==> src/rtl/core/lfc_pkg.sv <==
// ----------------------------------------------------------------------------
// lfc_pkg: shared definitions for the cascaded PD line follower
// Field widths, fixed-point format, register indexes, reset values and the
// symmetric clamp used for both target speeds and drive values.
// ----------------------------------------------------------------------------
package lfc_pkg;

  // Sensor array
  localparam int SensorCount = 8;
  localparam int LineBitsW   = 8;
  localparam int UsedSensors = (SensorCount < LineBitsW) ? SensorCount : LineBitsW;
  localparam int SensorPitch = 1000;
  localparam int CenterPos   = 500 * (SensorCount + 1);

  // Weighted sum of the active sensors and the number of active sensors
  localparam int MaxSum = 500 * UsedSensors * (UsedSensors + 1);
  localparam int SumW   = $clog2(MaxSum + 1);
  localparam int CntW   = $clog2(UsedSensors + 1);

  // Line error covers center minus the outermost weight and the lost-line value
  localparam int LineErrMag = (SensorPitch * UsedSensors > CenterPos + 1) ?
                              SensorPitch * UsedSensors : CenterPos + 1;
  localparam int LineErrW   = $clog2(LineErrMag + 1) + 1;

  // Speeds, registers and gains
  localparam int SpdW      = 13;
  localparam int SpeedRegW = 12;
  localparam int GainW     = 20;
  localparam int FracW     = 16;
  localparam int InErrW    = SpdW + 1;

  // Multiplier operand, truncated product and accumulator widths
  localparam int OpW  = ((LineErrW > InErrW) ? LineErrW : InErrW) + 2;
  localparam int QW   = OpW + GainW - FracW + 1;
  localparam int AccW = QW + 3;

  // Stream payload widths, padded to whole bytes
  localparam int InDataW  = ((LineBitsW + 2 * SpdW + 7) / 8) * 8;
  localparam int OutDataW = ((2 * SpdW + 7) / 8) * 8;

  // Configuration port
  localparam int CfgIdxW  = 3;
  localparam int CfgDataW = GainW;

  typedef enum logic [CfgIdxW-1:0] {
    CfgOuterProp  = 3'd0,
    CfgOuterDeriv = 3'd1,
    CfgErrSum     = 3'd2,
    CfgBaseLeft   = 3'd3,
    CfgBaseRight  = 3'd4,
    CfgMaxSpeed   = 3'd5,
    CfgInnerProp  = 3'd6,
    CfgInnerDeriv = 3'd7
  } cfg_idx_e;

  localparam logic [GainW-1:0]     RstOuterProp  = 20'd6095;
  localparam logic [GainW-1:0]     RstOuterDeriv = 20'd77988;
  localparam logic [GainW-1:0]     RstErrSum     = 20'd52;
  localparam logic [SpeedRegW-1:0] RstBaseLeft   = 12'd750;
  localparam logic [SpeedRegW-1:0] RstBaseRight  = 12'd750;
  localparam logic [SpeedRegW-1:0] RstMaxSpeed   = 12'd1000;
  localparam logic [GainW-1:0]     RstInnerProp  = 20'd65536;
  localparam logic [GainW-1:0]     RstInnerDeriv = 20'd32768;

  // Divider status seen by the sequencer
  typedef struct packed {
    logic busy;
    logic done;
  } div_stat_t;

  // Clamp a signed value to [-lim, lim].
  function automatic logic signed [SpdW-1:0] clamp_sym(
    input logic signed [AccW-1:0] v,
    input logic [SpeedRegW-1:0]   lim
  );
    logic signed [AccW-1:0] hi;
    logic signed [AccW-1:0] lo;
    hi = $signed({{(AccW - SpeedRegW){1'b0}}, lim});
    lo = -hi;
    if (v > hi) begin
      clamp_sym = hi[SpdW-1:0];
    end else if (v < lo) begin
      clamp_sym = lo[SpdW-1:0];
    end else begin
      clamp_sym = v[SpdW-1:0];
    end
  endfunction

endpackage

==> src/rtl/core/lfc_div.sv <==
// ----------------------------------------------------------------------------
// lfc_div: radix-2 restoring divider
// Divides the weighted sensor sum by the number of active sensors, one
// quotient bit per cycle, and flags the cycle in which the quotient is ready.
// ----------------------------------------------------------------------------
module lfc_div (
  input  logic                          clk_i,
  input  logic                          rst_ni,
  input  logic                          start_i,
  input  logic [lfc_pkg::SumW-1:0]      dividend_i,
  input  logic [lfc_pkg::CntW-1:0]      divisor_i,
  output lfc_pkg::div_stat_t            stat_o,
  output logic [lfc_pkg::SumW-1:0]      quotient_o
);

  localparam int StepW = $clog2(lfc_pkg::SumW + 1);

  logic                       run_q;
  logic [StepW-1:0]           steps_q;
  logic [lfc_pkg::CntW-1:0]   rem_q, rem_d;
  logic [lfc_pkg::SumW-1:0]   quot_q;
  logic [lfc_pkg::CntW-1:0]   dsr_q;
  logic [lfc_pkg::CntW:0]     trial;
  logic [lfc_pkg::CntW:0]     diff;
  logic                       fits;

  // The partial remainder stays below the divisor, so it needs CntW bits.
  always_comb begin
    trial = {rem_q, quot_q[lfc_pkg::SumW-1]};
    fits  = trial >= {1'b0, dsr_q};
    diff  = trial - {1'b0, dsr_q};
    rem_d = fits ? diff[lfc_pkg::CntW-1:0] : trial[lfc_pkg::CntW-1:0];
  end

  always_ff @(posedge clk_i or negedge rst_ni) begin
    if (!rst_ni) begin
      run_q   <= 1'b0;
      steps_q <= '0;
    end else if (start_i) begin
      run_q   <= 1'b1;
      steps_q <= StepW'(lfc_pkg::SumW);
    end else if (run_q) begin
      if (steps_q != '0) begin
        steps_q <= steps_q - StepW'(1);
      end else begin
        run_q <= 1'b0;
      end
    end
  end

  always_ff @(posedge clk_i) begin
    if (start_i) begin
      rem_q  <= '0;
      quot_q <= dividend_i;
      dsr_q  <= divisor_i;
    end else if (run_q && (steps_q != '0)) begin
      rem_q  <= rem_d;
      quot_q <= {quot_q[lfc_pkg::SumW-2:0], fits};
    end
  end

  assign stat_o.busy = run_q;
  assign stat_o.done = run_q && (steps_q == '0);
  assign quotient_o  = quot_q;

endmodule

==> src/rtl/core/lfc_qmul.sv <==
// ----------------------------------------------------------------------------
// lfc_qmul: shared Q4.16 gain multiplier
// Multiplies a signed operand by an unsigned Q4.16 gain and truncates the
// product toward zero. The result is registered and holds until the next load.
// ----------------------------------------------------------------------------
module lfc_qmul (
  input  logic                                clk_i,
  input  logic                                load_i,
  input  logic signed [lfc_pkg::OpW-1:0]      value_i,
  input  logic [lfc_pkg::GainW-1:0]           gain_i,
  output logic signed [lfc_pkg::QW-1:0]       q_o
);

  localparam int ProdW = lfc_pkg::OpW + lfc_pkg::GainW;

  logic                         neg;
  logic [lfc_pkg::OpW-1:0]      mag_in;
  logic [ProdW-1:0]             prod;
  logic                         neg_q;
  logic [lfc_pkg::QW-2:0]       mag_q;
  logic signed [lfc_pkg::QW-1:0] mag_s;

  // Truncation toward zero: multiply the magnitude, drop the fraction,
  // then restore the sign.
  always_comb begin
    neg    = value_i[lfc_pkg::OpW-1];
    mag_in = neg ? lfc_pkg::OpW'(-value_i) : lfc_pkg::OpW'(value_i);
    prod   = ProdW'(mag_in) * ProdW'(gain_i);
  end

  always_ff @(posedge clk_i) begin
    if (load_i) begin
      neg_q <= neg;
      mag_q <= prod[ProdW-1:lfc_pkg::FracW];
    end
  end

  assign mag_s = $signed({1'b0, mag_q});
  assign q_o   = neg_q ? -mag_s : mag_s;

endmodule

==> src/rtl/core/line_follow_cascade_pd.sv <==
// ----------------------------------------------------------------------------
// line_follow_cascade_pd: cascaded PD line follower controller
// Finds the line position from the sensor bits, runs the outer PD loop to
// get wheel target speeds and two inner PD loops to get the drive values.
// ----------------------------------------------------------------------------
//   Channel   Direction  Handshake               Payload
//   s_axis    in         tvalid / tready         line_bits, measured_left/right
//   m_axis    out        tvalid / tready         drive_left/right, line_lost
//   cfg       in         cfg_valid / cfg_ready   register index, write data
//
// Each item passes through the bit-serial divider before the PD steps, and
// skips the divide step when no sensor bit is set.
// All seven gain products go through one shared multiplier, one per step.
// Reset clears the registers to their defaults and the stored errors to zero.
// The input is ready only while the sequencer is idle; a result waiting in the
// output register holds the sequencer in its last step until it is taken.
// ----------------------------------------------------------------------------
module line_follow_cascade_pd (
  input  logic                            clk_i,
  input  logic                            rst_ni,
  // tdata: line_bits [7:0], measured_left [20:8], measured_right [33:21]
  input  logic                            s_axis_tvalid,
  output logic                            s_axis_tready,
  input  logic [lfc_pkg::InDataW-1:0]     s_axis_tdata,
  // tdata: drive_left [12:0], drive_right [25:13]
  output logic                            m_axis_tvalid,
  input  logic                            m_axis_tready,
  output logic [lfc_pkg::OutDataW-1:0]    m_axis_tdata,
  // tuser: line_lost [0]
  output logic                            m_axis_tuser,
  input  logic                            cfg_valid_i,
  output logic                            cfg_ready_o,
  input  logic [lfc_pkg::CfgIdxW-1:0]     cfg_index_i,
  input  logic [lfc_pkg::CfgDataW-1:0]    cfg_data_i
);

  typedef enum logic [12:0] {
    S_IDLE = 13'b0000000000001,
    S_DIV  = 13'b0000000000010,
    S_DER  = 13'b0000000000100,
    S_OMP  = 13'b0000000001000,
    S_OMD  = 13'b0000000010000,
    S_OMR  = 13'b0000000100000,
    S_TGT  = 13'b0000001000000,
    S_IERR = 13'b0000010000000,
    S_ILP  = 13'b0000100000000,
    S_ILD  = 13'b0001000000000,
    S_IRP  = 13'b0010000000000,
    S_IRD  = 13'b0100000000000,
    S_FIN  = 13'b1000000000000
  } state_e;

  localparam int LeW  = lfc_pkg::LineErrW;
  localparam int IeW  = lfc_pkg::InErrW;
  localparam int SpW  = lfc_pkg::SpdW;
  localparam int OpW  = lfc_pkg::OpW;
  localparam int AccW = lfc_pkg::AccW;
  localparam int QW   = lfc_pkg::QW;
  localparam logic signed [LeW-1:0] CenterErr = LeW'(lfc_pkg::CenterPos);
  localparam logic signed [LeW-1:0] LostErr   = LeW'(lfc_pkg::CenterPos + 1);

  state_e state_q, state_d;

  // Configuration registers
  logic [lfc_pkg::GainW-1:0]     opg_q, odg_q, esg_q, ipg_q, idg_q;
  logic [lfc_pkg::SpeedRegW-1:0] base_l_q, base_r_q, max_q;

  // Loop state
  logic signed [LeW-1:0] prev_line_q;
  logic signed [IeW-1:0] prev_l_q, prev_r_q;

  // Per-item working registers
  logic signed [SpW-1:0]  meas_l_q, meas_r_q;
  logic                   lost_q;
  logic signed [LeW-1:0]  err_q;
  logic signed [LeW:0]    der_q;
  logic [LeW-1:0]         rsum_q;
  logic signed [AccW-1:0] acc_q;
  logic signed [SpW-1:0]  tl_q, tr_q, drv_l_q;
  logic signed [IeW-1:0]  el_q, er_q;
  logic signed [IeW:0]    dl_q, dr_q;

  // Output register
  logic                   out_valid_q;
  logic signed [SpW-1:0]  out_l_q, out_r_q;
  logic                   out_lost_q;

  // Input fields and sensor reduction
  logic [lfc_pkg::LineBitsW-1:0] line_bits;
  logic signed [SpW-1:0]         meas_l_in, meas_r_in;
  logic [lfc_pkg::SumW-1:0]      wsum;
  logic [lfc_pkg::CntW-1:0]      hits;
  logic                          in_fire;

  // Shared units
  lfc_pkg::div_stat_t         div_stat;
  logic [lfc_pkg::SumW-1:0]   quotient;
  logic                       div_start;
  logic                       mul_load;
  logic signed [OpW-1:0]      mul_val;
  logic [lfc_pkg::GainW-1:0]  mul_gain;
  logic signed [QW-1:0]       mul_q;
  logic signed [AccW-1:0]     mul_ext;

  // Combinational datapath helpers
  logic [LeW-1:0]         abs_err, abs_prev;
  logic signed [AccW-1:0] tgt_l, tgt_r, drv_sum;
  logic signed [IeW-1:0]  el_d, er_d;
  logic                   out_load;

  assign line_bits = s_axis_tdata[lfc_pkg::LineBitsW-1:0];
  assign meas_l_in = $signed(s_axis_tdata[lfc_pkg::LineBitsW +: SpW]);
  assign meas_r_in = $signed(s_axis_tdata[lfc_pkg::LineBitsW + SpW +: SpW]);

  assign s_axis_tready = (state_q == S_IDLE);
  assign in_fire       = s_axis_tvalid && s_axis_tready;
  assign cfg_ready_o   = 1'b1;

  always_comb begin
    wsum = '0;
    hits = '0;
    for (int k = 0; k < lfc_pkg::UsedSensors; k++) begin
      if (line_bits[k]) begin
        wsum = wsum + lfc_pkg::SumW'(lfc_pkg::SensorPitch * (k + 1));
        hits = hits + lfc_pkg::CntW'(1);
      end
    end
  end

  assign div_start = in_fire && (hits != '0);

  lfc_div u_div (
    .clk_i      (clk_i),
    .rst_ni     (rst_ni),
    .start_i    (div_start),
    .dividend_i (wsum),
    .divisor_i  (hits),
    .stat_o     (div_stat),
    .quotient_o (quotient)
  );

  // Operand selection for the shared multiplier
  always_comb begin
    mul_load = 1'b1;
    mul_val  = '0;
    mul_gain = '0;
    case (state_q)
      S_OMP: begin
        mul_val  = {{(OpW - LeW){err_q[LeW-1]}}, err_q};
        mul_gain = opg_q;
      end
      S_OMD: begin
        mul_val  = {{(OpW - LeW - 1){der_q[LeW]}}, der_q};
        mul_gain = odg_q;
      end
      S_OMR: begin
        mul_val  = $signed({{(OpW - LeW){1'b0}}, rsum_q});
        mul_gain = esg_q;
      end
      S_ILP: begin
        mul_val  = {{(OpW - IeW){el_q[IeW-1]}}, el_q};
        mul_gain = ipg_q;
      end
      S_ILD: begin
        mul_val  = {{(OpW - IeW - 1){dl_q[IeW]}}, dl_q};
        mul_gain = idg_q;
      end
      S_IRP: begin
        mul_val  = {{(OpW - IeW){er_q[IeW-1]}}, er_q};
        mul_gain = ipg_q;
      end
      S_IRD: begin
        mul_val  = {{(OpW - IeW - 1){dr_q[IeW]}}, dr_q};
        mul_gain = idg_q;
      end
      default: begin
        mul_load = 1'b0;
      end
    endcase
  end

  lfc_qmul u_qmul (
    .clk_i   (clk_i),
    .load_i  (mul_load),
    .value_i (mul_val),
    .gain_i  (mul_gain),
    .q_o     (mul_q)
  );

  assign mul_ext = {{(AccW - QW){mul_q[QW-1]}}, mul_q};

  // Datapath arithmetic used by single sequencer steps
  always_comb begin
    abs_err  = err_q[LeW-1] ? LeW'(-err_q) : LeW'(err_q);
    abs_prev = prev_line_q[LeW-1] ? LeW'(-prev_line_q) : LeW'(prev_line_q);
    tgt_l    = $signed({{(AccW - lfc_pkg::SpeedRegW){1'b0}}, base_l_q}) + acc_q - mul_ext;
    tgt_r    = $signed({{(AccW - lfc_pkg::SpeedRegW){1'b0}}, base_r_q}) - acc_q - mul_ext;
    el_d     = {tl_q[SpW-1], tl_q} - {meas_l_q[SpW-1], meas_l_q};
    er_d     = {tr_q[SpW-1], tr_q} - {meas_r_q[SpW-1], meas_r_q};
    drv_sum  = acc_q + mul_ext;
  end

  assign out_load = (state_q == S_FIN) && (!out_valid_q || m_axis_tready);

  // Sequencer
  always_comb begin
    state_d = state_q;
    case (state_q)
      S_IDLE: begin
        if (in_fire) begin
          state_d = (hits == '0) ? S_DER : S_DIV;
        end
      end
      S_DIV: begin
        if (div_stat.done) begin
          state_d = S_DER;
        end
      end
      S_DER:  state_d = S_OMP;
      S_OMP:  state_d = S_OMD;
      S_OMD:  state_d = S_OMR;
      S_OMR:  state_d = S_TGT;
      S_TGT:  state_d = S_IERR;
      S_IERR: state_d = S_ILP;
      S_ILP:  state_d = S_ILD;
      S_ILD:  state_d = S_IRP;
      S_IRP:  state_d = S_IRD;
      S_IRD:  state_d = S_FIN;
      S_FIN: begin
        if (out_load) begin
          state_d = S_IDLE;
        end
      end
      default: state_d = S_IDLE;
    endcase
  end

  always_ff @(posedge clk_i or negedge rst_ni) begin
    if (!rst_ni) begin
      state_q <= S_IDLE;
    end else begin
      state_q <= state_d;
    end
  end

  // Configuration registers
  always_ff @(posedge clk_i or negedge rst_ni) begin
    if (!rst_ni) begin
      opg_q    <= lfc_pkg::RstOuterProp;
      odg_q    <= lfc_pkg::RstOuterDeriv;
      esg_q    <= lfc_pkg::RstErrSum;
      base_l_q <= lfc_pkg::RstBaseLeft;
      base_r_q <= lfc_pkg::RstBaseRight;
      max_q    <= lfc_pkg::RstMaxSpeed;
      ipg_q    <= lfc_pkg::RstInnerProp;
      idg_q    <= lfc_pkg::RstInnerDeriv;
    end else if (cfg_valid_i && cfg_ready_o) begin
      case (lfc_pkg::cfg_idx_e'(cfg_index_i))
        lfc_pkg::CfgOuterProp:  opg_q    <= cfg_data_i;
        lfc_pkg::CfgOuterDeriv: odg_q    <= cfg_data_i;
        lfc_pkg::CfgErrSum:     esg_q    <= cfg_data_i;
        lfc_pkg::CfgBaseLeft:   base_l_q <= cfg_data_i[lfc_pkg::SpeedRegW-1:0];
        lfc_pkg::CfgBaseRight:  base_r_q <= cfg_data_i[lfc_pkg::SpeedRegW-1:0];
        lfc_pkg::CfgMaxSpeed:   max_q    <= cfg_data_i[lfc_pkg::SpeedRegW-1:0];
        lfc_pkg::CfgInnerProp:  ipg_q    <= cfg_data_i;
        lfc_pkg::CfgInnerDeriv: idg_q    <= cfg_data_i;
        default: ;
      endcase
    end
  end

  // Stored errors carried from one item to the next
  always_ff @(posedge clk_i or negedge rst_ni) begin
    if (!rst_ni) begin
      prev_line_q <= '0;
      prev_l_q    <= '0;
      prev_r_q    <= '0;
    end else begin
      if (state_q == S_DER) begin
        prev_line_q <= err_q;
      end
      if (state_q == S_IERR) begin
        prev_l_q <= el_d;
        prev_r_q <= er_d;
      end
    end
  end

  // Per-item working registers
  always_ff @(posedge clk_i) begin
    if (in_fire) begin
      meas_l_q <= meas_l_in;
      meas_r_q <= meas_r_in;
      lost_q   <= (hits == '0);
      err_q    <= LostErr;
    end
    if ((state_q == S_DIV) && div_stat.done) begin
      err_q <= CenterErr - $signed({1'b0, quotient[LeW-2:0]});
    end
    if (state_q == S_DER) begin
      der_q  <= {err_q[LeW-1], err_q} - {prev_line_q[LeW-1], prev_line_q};
      rsum_q <= abs_err + abs_prev;
    end
    if ((state_q == S_OMD) || (state_q == S_ILD) || (state_q == S_IRD)) begin
      acc_q <= mul_ext;
    end
    if (state_q == S_OMR) begin
      acc_q <= acc_q + mul_ext;
    end
    if (state_q == S_TGT) begin
      tl_q <= lfc_pkg::clamp_sym(tgt_l, max_q);
      tr_q <= lfc_pkg::clamp_sym(tgt_r, max_q);
    end
    if (state_q == S_IERR) begin
      el_q <= el_d;
      er_q <= er_d;
      dl_q <= {el_d[IeW-1], el_d} - {prev_l_q[IeW-1], prev_l_q};
      dr_q <= {er_d[IeW-1], er_d} - {prev_r_q[IeW-1], prev_r_q};
    end
    if (state_q == S_IRP) begin
      drv_l_q <= lfc_pkg::clamp_sym(drv_sum, max_q);
    end
  end

  // Output register
  always_ff @(posedge clk_i or negedge rst_ni) begin
    if (!rst_ni) begin
      out_valid_q <= 1'b0;
    end else if (out_load) begin
      out_valid_q <= 1'b1;
    end else if (m_axis_tready) begin
      out_valid_q <= 1'b0;
    end
  end

  always_ff @(posedge clk_i) begin
    if (out_load) begin
      out_l_q    <= drv_l_q;
      out_r_q    <= lfc_pkg::clamp_sym(drv_sum, max_q);
      out_lost_q <= lost_q;
    end
  end

  assign m_axis_tvalid = out_valid_q;
  assign m_axis_tdata  = {{(lfc_pkg::OutDataW - 2 * SpW){1'b0}}, out_r_q, out_l_q};
  assign m_axis_tuser  = out_lost_q;

  // Checks
  a_state_onehot: assert property (@(posedge clk_i) disable iff (!rst_ni)
    $onehot(state_q))
    else $error("sequencer state is not one-hot");

  a_busy_after_accept: assert property (@(posedge clk_i) disable iff (!rst_ni)
    in_fire |=> !s_axis_tready)
    else $error("input ready right after an accepted transaction");

  a_div_done_in_div: assert property (@(posedge clk_i) disable iff (!rst_ni)
    div_stat.done |-> (state_q == S_DIV))
    else $error("divider finished outside the divide step");

  a_div_busy_in_div: assert property (@(posedge clk_i) disable iff (!rst_ni)
    (state_q == S_DIV) |-> div_stat.busy)
    else $error("sequencer waits on an idle divider");

endmodule
==> config.mk <==
export PLATFORM = sky130hd
export DESIGN_NAME = line_follow_cascade_pd
export DESIGN_NICKNAME = d
export VERILOG_FILES = /design/src/rtl/core/lfc_pkg.sv /design/src/rtl/core/lfc_div.sv /design/src/rtl/core/lfc_qmul.sv /design/src/rtl/core/line_follow_cascade_pd.sv
export SDC_FILE = /design/constraint.sdc
export NUM_CORES = 2
export LEC_CHECK = 0
export BUFFER_PORTS_ARGS = -buffer_cell sky130_fd_sc_hd__buf_2
export CAP_MARGIN = 0
export CORE_MARGIN = 2
export CORE_UTILIZATION = 60
export CTS_CLUSTER_SIZE = 30
export DETAILED_ROUTE_END_ITERATION = 10
export PLACE_DENSITY_LB_ADDON = 0.25
export RECOVER_POWER = 50
export SKIP_LAST_GASP = 1
export SLEW_MARGIN = 20
export SYNTH_ARGS = -nofsm -noshare
export SYNTH_HDL_FRONTEND = slang
export SYNTH_SLANG_ARGS = --single-unit
==> constraint.sdc <==
create_clock -name clk_i -period 22.2 [get_ports clk_i]
set_input_delay 6.66 -clock clk_i [delete_from_list [all_inputs] [get_ports clk_i]]
set_output_delay 6.66 -clock clk_i [all_outputs]
set_load 0.1 [all_outputs]
======== After elaboration in Yosys (flattened, before gate mapping) ========
Index checks and enable logic that the tools add are counted.
operators by class
  $add $sub $neg .......................... 33
  multipliers ............................. 1
  $lt $le $gt $ge ......................... 7
  eq/ne operators ......................... 23
  muxes and demuxes ....................... 49
  reductions and logical operators ........ 34
operators by type and width
  kind                    number
  $pmux 13 s13            1
  $mux 16                 10
  $pmux 16 s7             1
  $pmux 20 s5             1
  $mux 13                 7
  $gt 24x13->1            3
  $lt 24x24->1            3
  $add 16x13->16 const B  4
  $mux 14                 4
  $mux 24                 2
  $sub 24x21->24          2
  $sub 14x14->15          3
  $mul 16x20->36          1
  $add 16x12->16 const B  2
  $mux 4                  8
  $add 4x1->4 const B     7
  $neg 14->14             2
  $sub 13x13->14          2
  $add 13x24->24          1
  $add 24x21->24          1
  $mux 12                 2
  $neg 12->24             1
  $sub 13x24->24          1
  $mux 21                 1
  other kinds (43)        77
word-level totals
  bits in registers ....................... 461
  input port bits ......................... 68
  output and inout bits ................... 36
  word-level logic and storage cells ...... 186

======== Depth between registers and ports, before layout ========
  depth after elaboration ................. 19
  mapped depth ............................ 41
  depth with buffers taken out ............ 36

======== By module ========
A second synthesis with hierarchy kept.
unflattened totals
  cells, all modules ...................... 4396
  area total of the unflattened synthesis .. 43187.7 µm²
by module, submodules not included
  module                  times used  cells an instance  area each (µm²)  sequential area each (µm²)
  line_follow_cascade_pd  1           2971               30118.9          11373.4
  lfc_qmul                1           1316               11616.1          630.6
  lfc_div                 1           109                1452.6           830.8

======== Worst setup path before layout ========
OpenSTA, ideal clock, no wires.
  kind .................................... input-to-reg
  from .................................... in s_axis_tdata[0] in the netlist's numbering
  to ...................................... reg u_div.quot_q (netlist bit u_div.quotient_o[0]), enable pin
  library setup time ...................... 0.369 ns
  data arrival time ....................... 11.367 ns
  required time ........................... 21.831 ns
  path slack .............................. 10.464 ns
  cell stages on the path ................. 23
  path buffers ............................ 4
  cell sequence ........................... buf_2 -> inv_1 -> ha_1 -> clkbuf_1 -> xor2_1 -> ha_1 -> nand2_1 -> a21bo_2 -> ha_1 -> mux2_2 -> ha_1 -> mux2_2 -> ha_1 -> mux2i_1 -> inv_1 -> ha_1 -> nand2_1 -> o21ai_0 -> nor4_1 -> nand2b_1 -> buf_2 -> buf_2 -> nand2_1
between the ends
  word-level cells in the longest chain between the ends .. 18
ends and longest elaborated chain
  item                                    RTL line                       source
  start: declaration                      line_follow_cascade_pd.sv:24   input logic [lfc_pkg::InDataW-1:0] s_axis_tdata,
  $mux 1 (*)                              line_follow_cascade_pd.sv:123  if (line_bits[k]) begin
  $add 4x1->4                             line_follow_cascade_pd.sv:125  hits = hits + lfc_pkg::CntW'(1);
  $mux 4 (*)                              line_follow_cascade_pd.sv:123
  $add 4x1->4                             line_follow_cascade_pd.sv:125
  $mux 4 (*)                              line_follow_cascade_pd.sv:123
  $add 4x1->4                             line_follow_cascade_pd.sv:125
  $mux 4 (*)                              line_follow_cascade_pd.sv:123
  $add 4x1->4                             line_follow_cascade_pd.sv:125
  (+3 left out)                           n/a
  $add 4x1->4                             line_follow_cascade_pd.sv:125
  $mux 4 (*)                              line_follow_cascade_pd.sv:123
  $add 4x1->4                             line_follow_cascade_pd.sv:125
  $mux 4 (*)                              line_follow_cascade_pd.sv:123
  net hits, one bit                       line_follow_cascade_pd.sv:92   logic [lfc_pkg::CntW-1:0] hits;
  $reduce_bool 4->1 (*)                   line_follow_cascade_pd.sv:130  assign div_start = in_fire && (hits != '0);
  $logic_and 1x1->1 (*)                   line_follow_cascade_pd.sv:130
  $reduce_bool 2->1 (no source line) (*)  n/a
  end signal: assignment                  lfc_div.sv:54                  quot_q <= dividend_i;
  end signal: assignment                  lfc_div.sv:58                  quot_q <= {quot_q[lfc_pkg::SumW-2:0], fits};
  end: declaration                        lfc_div.sv:21                  logic [lfc_pkg::SumW-1:0] quot_q;
Mark *: on every way through the listed nets, which the timed path passes. The rest lies on a longest branch.
A chain may end at the register's enable or synchronous reset.

======== Worst setup path in the final report ========
  from .................................... reg state_q[1]
  to ...................................... reg u_qmul.mag_q[18] in the netlist's numbering (data pin)
between the ends
  word-level cells in the longest chain between the ends .. 5
  elaborated cells on any way between the ends .. 14
  classes of those cells .................. add/sub: 1; mul: 1; eq/ne: 7; mux: 3; reduce/logical: 2
ends and longest elaborated chain
  item                                  RTL line                       source
  start: declaration                    line_follow_cascade_pd.sv:62   state_e state_q, state_d;
  start signal: assignment              line_follow_cascade_pd.sv:242  state_q <= state_d;
  $eq 13x12->1 (tied with other cells)  line_follow_cascade_pd.sv:147  case (state_q)
  $pmux 16 s7                           line_follow_cascade_pd.sv:147
  $neg 16->16                           lfc_qmul.sv:27                 mag_in = neg ? lfc_pkg::OpW'(-value_i) : lfc_pkg::OpW'(value_i);
  $mux 16                               lfc_qmul.sv:27
  $mul 16x20->36 (*)                    lfc_qmul.sv:28                 prod = ProdW'(mag_in) * ProdW'(gain_i);
  net u_qmul.prod[34]                   lfc_qmul.sv:18                 logic [ProdW-1:0] prod;
  end signal: assignment                lfc_qmul.sv:34                 mag_q <= prod[ProdW-1:lfc_pkg::FracW];
  end: declaration                      lfc_qmul.sv:20                 logic [lfc_pkg::QW-2:0] mag_q;
Marked as above.

==> flow_metrics.py <==
metrics = {
    "power_and_ir_drop": {
        "power_frac_comb_pct": 45.9,
        "power_switching_mw": 1.563,
        "clkPwrFrac_pct": 22.1,
        "p_seq_share_pct": 32.0,
        "irDropWorstVdd_uv": 82.51,
        "swShare_pct": 40.11,
        "p_int_mw": 2.334,
        "p_leak_nw": 20.05,
        "power_mw": 3.897,
        "p_per_area_nw_per_um2": 86.19,
    },
    "sta": {
        "fmax_mhz": 72.15,
        "slew_headroom_pct": -222.1,
        "rsz0062_at_grt": "no",
        "finalSetupTns_ns": 0,
        "period_share_pct": 62.43,
        "finalHoldViolCount": 0,
        "tightest_slew_ns": 4.831,
        "skew_ns": 0.03342,
        "final-setup-viol-count": 0,
        "slew_violations": 386,
        "final.min_clock_period_ns": 13.86,
        "holdWs_ns": 0.4133,
    },
    "routing": {
        "wl_met3_um": 8101,
        "wl_um": 108300,
        "dr.pass1.iters": 5,
        "route.met2.wl_um": 48260,
        "ant_nets": 0,
        "wl_met1_um": 48220,
        "drc": 0,
        "highest_layer": "met5",
        "via_per_inst": 5.905,
        "vias": 31920,
        "wl_per_cell_um": 20.03,
        "dr.first_iter.drc_count": 2757,
    },
    "synth": {
        "ys_types": 102,
        "ys_async_sr_fraction_pct": 43.04,
        "yosysTopAreaCellShare_pct": 18.44,
        "synth-seq-area-share_pct": 30.54,
        "synthTopCellsByArea": "edfxtp_1 18%, fa_1 13%, ha_1 13%",
        "ys.flop_type": "edfxtp_1",
        "synth_edf_count": 258,
        "yosysWarnings": 0,
        "netlist_instances": 4352,
        "netlist_area_um2": 42020,
        "synth_area_per_cell_um2": 9.655,
        "synth_seq_cells": 460,
        "yosysTopAreaCell": "edfxtp_1",
    },
    "clock_tree": {
        "cts_tree": "yes",
        "post_cts_buffers": 0,
        "clkSinkCount": 460,
        "root_buffer": "clkbuf_16",
        "cts_buffers": 49,
        "clkLatencyLatePin_ns": 0.62,
        "clock_path_buffers": 3,
        "htreeDepth": 2,
        "ctsResizeCount": 0,
        "postCtsHoldBufs": 0,
        "clk_pin_slew_ns": 0.07,
    },
    "critical_path": {
        "slowest_stage": "clkbuf_1",
        "critPathMostFrequentCell": "fa_1",
        "crit_fanout": 36,
        "endpoint_kind": "register",
        "required_ns": 22.55,
        "start_kind": "register",
        "critical_path_class": "reg2reg",
        "crit_arrival_ns": 14.21,
        "critPathMaxStageDelay_ns": 1.84,
    },
    "cells_and_area": {
        "final_common_cell": "inv_1",
        "drive_above_1_share_pct": 10.04,
        "area_delta_synth_final_pct": 7.593,
        "fin_nets": 5199,
        "multi_input_area_um2": 26420,
        "fillers": 5758,
        "final-seq-area_um2": 12830,
        "final_cell_mix": "590 x inv_1, 430 x nand2_1, 429 x ha_1",
    },
    "grt": {
        "antenna_found_initial": 6,
        "grt_pass1_vias": 31770,
        "grtUsageTotal_pct": 30.73,
        "grt-ovfl-total": 0,
        "grt_max_degree": 107,
        "grt_pass1_wl_um": 173000,
    },
    "status": {
        "violations": "max-capacitance violations, max-slew violations",
        "status": "complete, but fails checks",
    },
    "floorplanning": {
        "die_w_um": 268.6,
        "fp-row-count": 97,
        "coreArea_um2": 69660,
        "io_pins": 104,
        "die_h_um": 268.6,
        "start_util_pct": 60.32,
        "die-area_um2": 72170,
    },
    "placed_design": {
        "portBuffers": 90,
        "gp_congestion": 0.9942,
        "hpwl_um": 82090,
    },
    "hold_path": {
        "hp-class": "reg2reg",
    },
    "run": {
        "cap_violations": 8,
    },
}
-- path summary, 6_finish.rpt --
check                                    to  cells after the start  slack [ns]         from
min in group asynchronous      prev_l_q[10]                      1        7.55       rst_ni
min                             out_l_q[11]                      0        0.41  drv_l_q[11]
min reg2reg                     out_l_q[11]                      0        0.41  drv_l_q[11]
max                        u_qmul.mag_q[18]                     38        8.34   state_q[1]
max reg2reg                u_qmul.mag_q[18]                     38        8.34   state_q[1]
max in group asynchronous         opg_q[17]                      3       11.27       rst_ni
-- layer usage --
metal,global-route usage [%],vias to the layer above
met3,4.630,183
met1,44.14,15650
met4,10.20,2
met2,47.88,1112
li1,-,14980
met5,0,-
-- power groups by stage --
stage	sequential [mW]	combinational, mW	clock (mW)
2_1_floorplan	1.21	1.34	0
3_5_place_dp	1.26	1.75	0
6_report	1.25	1.79	0.863
5_1_grt	1.26	2.00	0.906
3_3_place_gp	1.25	1.71	0
4_1_cts	1.24	1.77	0.875
-- area by class of cell --
class | count | area share (%)
clock buffer | 60 | 2.939
inverter | 598 | 4.965
antenna | 4 | 0.02214
clock inverter | 32 | 0.8136
multi-input combinational | 3166 | 58.44
timing repair buffer | 146 | 1.835
tap | 940 | 2.601
sequential | 460 | 28.39
-- metrics by stage --
step	utilization, %	area [µm²]	setup WS [ns]	cells
final	64.90	45210	8.340	5406
after global routing	64.90	45210	7.814	5406
after CTS	65.01	45290	9.750	5401
after detailed placement	62.58	43600	9.118	5309
after global placement	62.58	43600	9.141	5309
after floorplan	-	42110	10.46	4377
-- cell families (layout without fill, tap and decap cells) --
| group | after synthesis | in the layout | share of synthesized area (%) |
|---|---|---|---|
| DFF | 460 | 460 | 30.54 |
| muxes | 179 | 179 | 4.743 |
| other | 2 | 31 | 0.01787 |
| and+or+nand+nor | 1163 | 1163 | 13.23 |
| xor gates and xnor gates | 258 | 258 | 5.461 |
| buffers and inverters | 751 | 836 | 6.893 |
| AOI/OAI and AO/OA | 829 | 829 | 12.95 |
| adders and majority gates | 710 | 710 | 26.16 |
-- worst max-delay path, delay by kind of cell, from the launching register on --
kind	cells	cell delay (ns)
AO/OA/AOI/OAI	9	2.32
XOR/XNOR	2	0.27
adder cells (fa/ha/maj)	7	3.53
buffers and inverters	8	3.57
flip-flops	1	0.50
AND/OR/NAND/NOR	12	3.33
-- synthesized netlist by cell type (all sizes together), types with 38 or more instances --
library cell / instances
a21o: 68
a21oi: 202
a22oi: 52
buf: 39
clkbuf: 114
dfrtp: 156
dfstp: 42
edfxtp: 258
fa: 281
ha: 429
inv: 595
mux2: 151
nand2: 430
nand2b: 60
nand3: 44
nand4: 38
nor2: 265
nor2b: 82
nor3: 66
o21a: 39
o21ai: 211
xnor2: 179
xor2: 77
-- registers in the layout (all words and copies together) (netlist names), 15 cells and up --
signal and count:
odg_q 20, u_div.quotient_o 16, esg_q 20, u_qmul.mag_q 20
dl_q 15, dr_q 15, acc_q 24, opg_q 20
der_q 15, idg_q 20, ipg_q 20
(Power assumes the default switching activity.)
